[src/design/utf8d_pkg.sv]
package utf8d_pkg;

  // Default build-time bound on the character count of one string
  localparam int unsigned MAX_CHARS_DEF = 32'd65536;

  // Reset value of the output limit register
  localparam logic [16:0] CFG_RESET = 17'd65536;

  // Results one input byte can cause at most
  localparam int MAX_RES = 4;

  // Entries of the record queue between front and back
  localparam int QUEUE_DEPTH = 4;

  localparam int CP_W = 21;

  // Sequence lengths named by lead byte
  localparam logic [2:0] SEQ_NONE = 3'd0;
  localparam logic [2:0] SEQ_LEN2 = 3'd2;
  localparam logic [2:0] SEQ_LEN3 = 3'd3;
  localparam logic [2:0] SEQ_LEN4 = 3'd4;

  // All results caused by one byte, in delivery order
  typedef struct packed {
    logic [2:0]                      cnt;
    logic                            last;
    logic [MAX_RES-1:0][CP_W-1:0]    cp;
  } utf8d_rec_t;

  // Data bits of a lead byte for a given sequence length
  function automatic logic [7:0] lead_mask(input logic [2:0] len);
    logic [7:0] m;
    unique case (len)
      SEQ_LEN4: m = 8'h07;
      SEQ_LEN3: m = 8'h0f;
      default:  m = 8'h1f;
    endcase
    return m;
  endfunction

  // Sequence length opened by a byte, SEQ_NONE if it is no lead
  function automatic logic [2:0] lead_len(input logic [7:0] b);
    logic [2:0] l;
    priority if ((b & 8'hf8) == 8'hf0) l = SEQ_LEN4;
    else if ((b & 8'hf0) == 8'he0)     l = SEQ_LEN3;
    else if ((b & 8'he0) == 8'hc0)     l = SEQ_LEN2;
    else                               l = SEQ_NONE;
    return l;
  endfunction

endpackage

[src/design/utf8d_front.sv]
module utf8d_front import utf8d_pkg::*; #(
  parameter int unsigned MAX_CHARS = MAX_CHARS_DEF,
  localparam int CNW = $clog2(MAX_CHARS)
) (
  input  logic             clk,
  input  logic             rst_n,
  input  logic             accept,
  input  logic [7:0]       byte_value,
  input  logic             end_of_string,
  input  logic [CNW-1:0]   lim_m1,
  output logic             push,
  output utf8d_rec_t       rec
);

  // Sequence and limit state
  logic             pend_r, pend_nxt;
  logic [7:0]       lead_r, lead_nxt;
  logic [2:0]       len_r, len_nxt;
  logic [1:0]       gath_r, gath_nxt;
  logic [5:0]       cbuf_r [2];
  logic [CNW-1:0]   chars_r, chars_nxt;
  logic             hit_r, hit_nxt;
  logic             cbuf_we;

  logic             eos, is_cont, complete, fresh_open;
  logic [2:0]       f_len;
  logic [1:0]       n, nf;
  logic [7:0]       lead_data;
  logic [CP_W-1:0]  asm_cp;
  logic [CP_W-1:0]  chk_cp [MAX_RES];
  logic [2:0]       chk_n;
  logic             chk_open;
  logic [MAX_RES-1:0] live, pass;
  logic [2:0]       k;
  logic             fail, open_ok;

  assign eos        = end_of_string | (byte_value == 8'h00);
  assign is_cont    = (byte_value[7:6] == 2'b10);
  assign f_len      = lead_len(byte_value);
  assign fresh_open = (f_len != SEQ_NONE);
  assign lead_data  = lead_r & lead_mask(len_r);
  assign n          = (gath_r > 2'd2) ? 2'd2 : gath_r;
  assign nf         = n + 2'd1;
  assign complete   = ({1'b0, gath_r} + 3'd1) >= (len_r - 3'd1);

  // Code point of a finished sequence
  always_comb begin
    unique case (len_r)
      SEQ_LEN4: asm_cp = {lead_data[2:0], cbuf_r[0], cbuf_r[1], byte_value[5:0]};
      SEQ_LEN3: asm_cp = {5'd0, lead_data[3:0], cbuf_r[0], byte_value[5:0]};
      default:  asm_cp = {10'd0, lead_data[4:0], byte_value[5:0]};
    endcase
  end

  // Ordered list of room checks for this byte
  always_comb begin
    for (int j = 0; j < MAX_RES; j++) chk_cp[j] = '0;
    chk_n    = 3'd0;
    chk_open = 1'b0;
    if (eos) begin
      if (pend_r && !hit_r) begin
        chk_cp[0] = {13'd0, lead_data};
        chk_cp[1] = {13'd0, 2'b10, cbuf_r[0]};
        chk_cp[2] = {13'd0, 2'b10, cbuf_r[1]};
        chk_n     = {1'b0, nf};
      end
    end else if (!hit_r) begin
      if (pend_r && is_cont) begin
        if (complete) begin
          chk_cp[0] = asm_cp;
          chk_n     = 3'd1;
        end
      end else if (pend_r) begin
        chk_cp[0]  = {13'd0, lead_data};
        chk_cp[1]  = {13'd0, 2'b10, cbuf_r[0]};
        chk_cp[2]  = {13'd0, 2'b10, cbuf_r[1]};
        chk_cp[nf] = {13'd0, byte_value};
        chk_n      = {1'b0, nf} + 3'd1;
        chk_open   = fresh_open;
      end else begin
        chk_cp[0] = {13'd0, byte_value};
        chk_n     = 3'd1;
        chk_open  = fresh_open;
      end
    end
  end

  // Room checks: check j passes while chars_r plus j is below lim_m1
  always_comb begin
    k       = 3'd0;
    fail    = 1'b0;
    open_ok = 1'b0;
    for (int j = 0; j < MAX_RES; j++) begin
      live[j] = (3'(j) < chk_n);
      pass[j] = ({2'b00, chars_r} + (CNW+2)'(j)) < {2'b00, lim_m1};
      if (live[j] && !pass[j]) fail = 1'b1;
      if (live[j] && pass[j]) begin
        if (chk_open && (3'(j) == chk_n - 3'd1)) open_ok = 1'b1;
        else k = k + 3'd1;
      end
    end
  end

  // Result record
  always_comb begin
    for (int j = 0; j < MAX_RES; j++) rec.cp[j] = chk_cp[j];
    if (eos) begin
      rec.cp[k[1:0]] = '0;
      rec.cnt        = k + 3'd1;
      rec.last       = 1'b1;
    end else begin
      rec.cnt  = k;
      rec.last = 1'b0;
    end
    push = accept && (rec.cnt != 3'd0);
  end

  // Next state
  always_comb begin
    pend_nxt  = pend_r;
    lead_nxt  = lead_r;
    len_nxt   = len_r;
    gath_nxt  = gath_r;
    chars_nxt = CNW'({1'b0, chars_r} + (CNW+1)'(k));
    hit_nxt   = hit_r | fail;
    cbuf_we   = 1'b0;
    if (eos) begin
      pend_nxt  = 1'b0;
      len_nxt   = SEQ_NONE;
      gath_nxt  = 2'd0;
      chars_nxt = '0;
      hit_nxt   = 1'b0;
    end else if (hit_r || (pend_r && is_cont && complete)) begin
      pend_nxt = 1'b0;
      len_nxt  = SEQ_NONE;
      gath_nxt = 2'd0;
    end else if (pend_r && is_cont) begin
      cbuf_we  = 1'b1;
      gath_nxt = gath_r + 2'd1;
    end else begin
      pend_nxt = open_ok;
      lead_nxt = byte_value;
      len_nxt  = open_ok ? f_len : SEQ_NONE;
      gath_nxt = 2'd0;
    end
  end

  always_ff @(posedge clk) begin
    if (!rst_n) begin
      pend_r  <= 1'b0;
      lead_r  <= 8'd0;
      len_r   <= SEQ_NONE;
      gath_r  <= 2'd0;
      chars_r <= '0;
      hit_r   <= 1'b0;
    end else if (accept) begin
      pend_r  <= pend_nxt;
      lead_r  <= lead_nxt;
      len_r   <= len_nxt;
      gath_r  <= gath_nxt;
      chars_r <= chars_nxt;
      hit_r   <= hit_nxt;
    end
  end

  // Continuation byte buffer
  always_ff @(posedge clk) begin
    if (accept && cbuf_we) begin
      cbuf_r[gath_r[0]] <= byte_value[5:0];
    end
  end

endmodule

[src/design/utf8d_queue.sv]
module utf8d_queue import utf8d_pkg::*; #(
  parameter int DEPTH = QUEUE_DEPTH,
  localparam int PW = $clog2(DEPTH),
  localparam int CW = $clog2(DEPTH + 1)
) (
  input  logic        clk,
  input  logic        rst_n,
  input  logic        push,
  input  utf8d_rec_t  push_rec,
  output logic        full,
  input  logic        pop,
  output logic        empty,
  output utf8d_rec_t  head_rec
);

  utf8d_rec_t       mem_r [DEPTH];
  logic [PW-1:0]    wr_r, wr_nxt, rd_r, rd_nxt;
  logic [CW-1:0]    cnt_r, cnt_nxt;
  logic             do_push, do_pop;

  assign full     = (cnt_r == CW'(DEPTH));
  assign empty    = (cnt_r == '0);
  assign head_rec = mem_r[rd_r];
  assign do_push  = push && !full;
  assign do_pop   = pop && !empty;

  // Pointer and fill count
  always_comb begin
    wr_nxt  = wr_r;
    rd_nxt  = rd_r;
    cnt_nxt = cnt_r;
    if (do_push) wr_nxt = (wr_r == PW'(DEPTH - 1)) ? '0 : wr_r + PW'(1);
    if (do_pop)  rd_nxt = (rd_r == PW'(DEPTH - 1)) ? '0 : rd_r + PW'(1);
    if (do_push && !do_pop) cnt_nxt = cnt_r + CW'(1);
    else if (do_pop && !do_push) cnt_nxt = cnt_r - CW'(1);
  end

  always_ff @(posedge clk) begin
    if (!rst_n) begin
      wr_r  <= '0;
      rd_r  <= '0;
      cnt_r <= '0;
    end else begin
      wr_r  <= wr_nxt;
      rd_r  <= rd_nxt;
      cnt_r <= cnt_nxt;
    end
  end

  // Record storage
  always_ff @(posedge clk) begin
    if (do_push) begin
      mem_r[wr_r] <= push_rec;
    end
  end

endmodule

[src/design/utf8d_back.sv]
module utf8d_back import utf8d_pkg::*; (
  input  logic             clk,
  input  logic             rst_n,
  input  logic             q_empty,
  input  utf8d_rec_t       q_rec,
  output logic             q_pop,
  output logic             out_empty,
  input  logic             out_pop,
  output logic [CP_W-1:0]  out_code_point,
  output logic             out_last
);

  // Record being unpacked and the output register
  utf8d_rec_t       cur_r;
  logic             cur_vld_r;
  logic [1:0]       idx_r;
  logic             ovld_r;
  logic [CP_W-1:0]  ocp_r;
  logic             olast_r;

  logic             out_rdy, adv, done, load;

  assign out_rdy = !ovld_r || out_pop;
  assign adv     = cur_vld_r && out_rdy;
  assign done    = adv && ({1'b0, idx_r} == cur_r.cnt - 3'd1);
  assign load    = (!cur_vld_r || done) && !q_empty;
  assign q_pop   = load;

  assign out_empty      = !ovld_r;
  assign out_code_point = ocp_r;
  assign out_last       = olast_r;

  // Unpacking control
  always_ff @(posedge clk) begin
    if (!rst_n) begin
      cur_vld_r <= 1'b0;
      idx_r     <= 2'd0;
      ovld_r    <= 1'b0;
    end else begin
      if (load) begin
        cur_vld_r <= 1'b1;
        idx_r     <= 2'd0;
      end else if (done) begin
        cur_vld_r <= 1'b0;
      end else if (adv) begin
        idx_r <= idx_r + 2'd1;
      end
      if (adv)          ovld_r <= 1'b1;
      else if (out_pop) ovld_r <= 1'b0;
    end
  end

  // Payload
  always_ff @(posedge clk) begin
    if (load) cur_r <= q_rec;
    if (adv) begin
      ocp_r   <= cur_r.cp[idx_r];
      olast_r <= cur_r.last && done;
    end
  end

endmodule

[src/design/utf8_stream_decoder.sv]
// UTF-8 byte stream to code point decoder. Push one byte per transaction; a
// transaction with in_end_of_string set, or a zero byte, ends the string and
// always yields a zero code point with out_last set. Complete 2, 3 and 4 byte
// sequences yield one code point each; broken sequences yield the masked lead
// and each gathered continuation byte raw, then the breaking byte is decoded
// anew. Stray bytes come out raw. At most cfg limit minus one characters are
// delivered per string (0 counts as 1, values above MAX_CHARS as MAX_CHARS);
// write the limit only while the block is idle. A byte is accepted every
// cycle while the 4-entry record queue has room; results leave at one per
// cycle while the receiver pops, so back-pressure from a byte that causes
// up to four results (a broken sequence) shows up as in_full when the
// record queue fills.
module utf8_stream_decoder import utf8d_pkg::*; #(
  parameter int unsigned MAX_CHARS = MAX_CHARS_DEF,
  localparam int CNW = $clog2(MAX_CHARS),
  localparam int LW  = (CNW + 1 > 17) ? CNW + 1 : 17
) (
  input  logic             clk,
  input  logic             rst_n,
  input  logic             in_push,
  output logic             in_full,
  input  logic [7:0]       in_byte_value,
  input  logic             in_end_of_string,
  output logic             out_empty,
  input  logic             out_pop,
  output logic [CP_W-1:0]  out_code_point,
  output logic             out_last,
  input  logic             cfg_valid,
  output logic             cfg_ready,
  input  logic [16:0]      cfg_data
);

  // Clamped limit minus one
  function automatic logic [CNW-1:0] lim_m1(input logic [16:0] v);
    logic [LW-1:0] x;
    logic [LW-1:0] r;
    x = LW'(v);
    if (x == '0)                   r = '0;
    else if (x > LW'(MAX_CHARS))   r = LW'(MAX_CHARS - 1);
    else                           r = x - LW'(1);
    return r[CNW-1:0];
  endfunction

  logic [CNW-1:0] lim_m1_r;
  logic           accept, push, q_full, q_empty, q_pop;
  utf8d_rec_t     rec, head_rec;

  assign cfg_ready = 1'b1;
  assign in_full   = q_full;
  assign accept    = in_push && !q_full;

  // Limit register
  always_ff @(posedge clk) begin
    if (!rst_n) begin
      lim_m1_r <= lim_m1(CFG_RESET);
    end else if (cfg_valid) begin
      lim_m1_r <= lim_m1(cfg_data);
    end
  end

  utf8d_front #(.MAX_CHARS(MAX_CHARS)) u_front (
    .clk           (clk),
    .rst_n         (rst_n),
    .accept        (accept),
    .byte_value    (in_byte_value),
    .end_of_string (in_end_of_string),
    .lim_m1        (lim_m1_r),
    .push          (push),
    .rec           (rec)
  );

  utf8d_queue #(.DEPTH(QUEUE_DEPTH)) u_queue (
    .clk      (clk),
    .rst_n    (rst_n),
    .push     (push),
    .push_rec (rec),
    .full     (q_full),
    .pop      (q_pop),
    .empty    (q_empty),
    .head_rec (head_rec)
  );

  utf8d_back u_back (
    .clk            (clk),
    .rst_n          (rst_n),
    .q_empty        (q_empty),
    .q_rec          (head_rec),
    .q_pop          (q_pop),
    .out_empty      (out_empty),
    .out_pop        (out_pop),
    .out_code_point (out_code_point),
    .out_last       (out_last)
  );

endmodule

[config.mk]
export PLATFORM = sky130hd
export DESIGN_NAME = utf8_stream_decoder
export DESIGN_NICKNAME = d
export VERILOG_FILES = /design/src/design/utf8d_pkg.sv /design/src/design/utf8d_front.sv /design/src/design/utf8d_queue.sv /design/src/design/utf8d_back.sv /design/src/design/utf8_stream_decoder.sv
export SDC_FILE = /design/constraint.sdc
export NUM_CORES = 1
export LEC_CHECK = 0
export ABC_AREA = 1
export BUFFER_PORTS_ARGS = -buffer_cell sky130_fd_sc_hd__buf_2
export CAP_MARGIN = 20
export CELL_PAD_IN_SITES_DETAIL_PLACEMENT = 0
export CELL_PAD_IN_SITES_GLOBAL_PLACEMENT = 1
export CORE_MARGIN = 10
export CORE_UTILIZATION = 35
export CTS_CLUSTER_DIAMETER = 50
export DETAILED_ROUTE_END_ITERATION = 16
export GPL_ROUTABILITY_DRIVEN = 0
export HOLD_SLACK_MARGIN = 0.02
export PLACE_DENSITY = 0.69
export SETUP_SLACK_MARGIN = 0.15
export SYNTH_ARGS = -nofsm -noshare
export SYNTH_HDL_FRONTEND = slang
export SYNTH_SLANG_ARGS = --single-unit
[constraint.sdc]
create_clock -name clk -period 13 [get_ports clk]
set_input_delay 2.6 -clock clk [delete_from_list [all_inputs] [get_ports clk]]
set_output_delay 2.6 -clock clk [all_outputs]
set_load 0.03 [all_outputs]
==> impl_metrics.env <==
export IMPL_status="completed"
export IMPL_dr_pass1_iters=5
export IMPL_relSlewSlack=0.304
export IMPL_fin_nets=1866
export IMPL_grt_usage=0.151
export IMPL_clk_pin_slew_ns=0.05
export IMPL_final_cell_mix="edfxtp_1 (279), nor2_1 (226), nand2_1 (207)"
export IMPL_synthDistinctLibCells=55
export IMPL_core_mm2=0.0475
export IMPL_synth_edf_count=279
export IMPL_drt_iter0_markers=798
export IMPL_hold_buffers=0
export IMPL_crit_family="simple AND/OR/NAND/NOR gates"
export IMPL_cts_sinks=334
export IMPL_slew_violations=0
export IMPL_dp_cells=2312
export IMPL_die_area_mm2=0.0571
export IMPL_vias=12000
export IMPL_ys_flop_type="edfxtp_1"
export IMPL_worstMarginPinSlew_ns=1.04
export IMPL_dpl_hpwl_um=30100
export IMPL_cts_resized_gates=0
export IMPL_via_per_inst=5.02
export IMPL_seq_area_frac_synth=0.565
export IMPL_total_power_mw=3.33
export IMPL_antenna_found_initial=2
export IMPL_syn_area_per_cell_um2=9.95
export IMPL_worstPathRequired_ns=13.43
export IMPL_wl_per_cell_um=18.3
export IMPL_syn_num_nets=1814
export IMPL_numCtsBuffers=41
export IMPL_netlist_top_cells_area="edfxtp_1 (50%), ha_1 (6.9%), dfxtp_1 (6.6%), o21ai_0 (5.2%), nor2_1 (5.1%)"
export IMPL_insertion_delay_ns=0.58
export IMPL_hold_viol=0
export IMPL_fin_skew_ns=0.0355
export IMPL_ios=56
export IMPL_grt_max_degree=100
export IMPL_ctsLongestPathBuffers=3
export IMPL_async_flop_share=0
export IMPL_fin_crit_ns=7.54
export IMPL_cts_root_buf="clkbuf_16"
export IMPL_finalWorstSetupSlack_ns=5.46
export IMPL_drive_above_1_share=0.119
export IMPL_ant_nets=0
export IMPL_crit_top_cell="nand2_1"
export IMPL_grt_pass1_vias=11800
export IMPL_syn_area_mm2=0.0168
export IMPL_cap_violations=0
export IMPL_portBuffers=54
export IMPL_layout_commonest_cell="edfxtp_1"
export IMPL_slowest_stage="nand2_2"
export IMPL_startpoint_type="primary input"
export IMPL_die_h_um=239
export IMPL_die_x_um=239
export IMPL_post_cts_buffers=0
export IMPL_grt_overflow=0
export IMPL_grt_setup_unrepaired="no"
export IMPL_routed_wl_um=43600
export IMPL_max_freq_mhz=133
export IMPL_cp_arrival_ns=7.97
export IMPL_rows=80
export IMPL_final_period_utilization=0.580
export IMPL_setup_worst_path_end_class="flip-flop"
export IMPL_netlist_instances=1688
export IMPL_worstPathMaxFanout=28
export IMPL_syn2layout_area_growth_pct=13.8
export IMPL_power_density_mw_per_mm2=174
export IMPL_fin_setup_tns_ns=0
export IMPL_max_stage_delay_ns=0.45
export IMPL_yosysTopAreaCell="edfxtp_1"
export IMPL_yosys_register_bits=334
export IMPL_stdcell_area_mm2=0.0191
export IMPL_ir_drop_v=0.0000920
export IMPL_diodes=0
export IMPL_stdcell_count=2387
export IMPL_drc=0
export IMPL_hold_class="reg2reg"
export IMPL_dpl_cell_area_mm2=0.0177
export IMPL_start_util=0.353
export IMPL_worst_path_buf_inv=7
export IMPL_grt_pass1_wl_um=66700
export IMPL_num_fill_cells=4602
export IMPL_post_place_ws_ns=4.88
export IMPL_yosysWarnings=0
export IMPL_holdWs_ns=0.485
export IMPL_crit_type="in2reg"
export IMPL_setup_viol=0
export IMPL_cts_tree="done"
export IMPL_synth_top_area_frac=0.499
export IMPL_finish_utilization=0.402
export IMPL_h_tree_depth=2
export IMPL_p_leak_nw=7.70
[cell families (layout without fill, tap and decap cells)]
logic type / count (synthesis) / after routing / synth area share
AND/OR/NAND/NOR: 589 / 589 / 0.158
AO/OA/AOI/OAI: 371 / 371 / 0.124
XOR/XNOR: 47 / 47 / 0.0245
adder cells (fa/ha/maj): 95 / 95 / 0.0717
flip-flops: 334 / 334 / 0.565
other: 1 / 1 / 0.000223
buffers and inverters: 251 / 335 / 0.0575
[path summary, 6_finish.rpt]
kind | startpoint | to | slack, ns | cells after the start
hold / removal | u_front.len_r[1]$_SDFFE_PN0P_ | u_front.len_r[1]$_SDFFE_PN0P_ | 0.49 | 2
setup / recovery | in_byte_value[4] | u_queue.cnt_r[2]$_SDFFE_PN0P_ | 5.46 | 38
setup reg to reg | u_front.chars_r[2]$_SDFFE_PN0P_ | u_queue.cnt_r[2]$_SDFFE_PN0P_ | 6.59 | 40
hold reg to reg | u_front.len_r[1]$_SDFFE_PN0P_ | u_front.len_r[1]$_SDFFE_PN0P_ | 0.49 | 2
[sequential cells by signal, summed over array words and instances, names as in the netlist]
register / flops
u_back.out_last: 1
u_queue.mem_r: 196
u_front.gath_r: 2
u_queue.rd_r: 2
lim_m1_r: 16
u_back.idx_r: 2
u_front.chars_r: 16
u_queue.cnt_r: 3
u_front.pend_r: 1
u_front.cbuf_r: 12
u_front.lead_r: 5
u_front.hit_r: 1
u_front.len_r: 3
u_back.cur_r: 49
u_back.cur_vld_r: 1
u_back.ovld_r: 1
u_back.out_code_point: 21
u_queue.wr_r: 2
[layout make-up]
type | count | area (um^2) | share of cell area
inverters | 194 | 731 | 0.0382
well taps | 615 | 769 | 0.0403
repair buffers | 66 | 360 | 0.0189
clock inverters | 26 | 278 | 0.0145
multi-input cells | 1103 | 6390 | 0.334
clock buffers | 49 | 1110 | 0.0580
flip-flops and latches | 334 | 9480 | 0.496
[cells in the mapped netlist, types with 3 or more instances]
| master | count |
|---|---|
| or2_2 | 5 |
| nand3_1 | 47 |
| buf_4 | 3 |
| nand2_1 | 207 |
| nand2_4 | 3 |
| a21oi_1 | 86 |
| nor2_2 | 7 |
| ha_1 | 93 |
| a211oi_1 | 6 |
| o211ai_1 | 7 |
| clkinv_1 | 4 |
| nand4_1 | 8 |
| nor4_1 | 7 |
| dfxtp_1 | 55 |
| a21o_1 | 4 |
| o22ai_1 | 66 |
| o21a_1 | 3 |
| clkbuf_1 | 45 |
| nand3_2 | 5 |
| inv_2 | 9 |
| nor2_1 | 230 |
| o21ai_0 | 174 |
| nor2_4 | 11 |
| inv_1 | 180 |
| edfxtp_1 | 279 |
| o221ai_1 | 3 |
| buf_2 | 7 |
| xnor2_1 | 7 |
| xor2_1 | 40 |
| nand2_2 | 20 |
| o32ai_1 | 5 |
| nor3_1 | 30 |
| o31ai_1 | 3 |
[report_power, final]
part	switching [mW]	total [mW]	internal, mW	leakage, nW
clock network	0.457	1.15	0.695	0.678
registers	0.0710	1.47	1.40	3.11
logic	0.512	0.700	0.188	3.92
[worst min-delay path: cells and delay by family, from the launching register on]
kind / cells / cell delay, ns
AOI/OAI and AO/OA: 1 / 0.05
and+or+nand+nor: 1 / 0.06
DFF: 1 / 0.32
[metal layers]
layer  part of all wire  wire (um)  vias to the layer above  global-route usage
met5            0.00030         13                        -                   0
met4              0.036       1560                        2              0.0610
met3              0.039       1710                       83              0.0275
met2               0.51      22300                      220               0.273
met1               0.41      18100                     5728               0.173
li1                   -          -                     5952                   -
No activity file was read; power rests on OpenSTA's default activity.
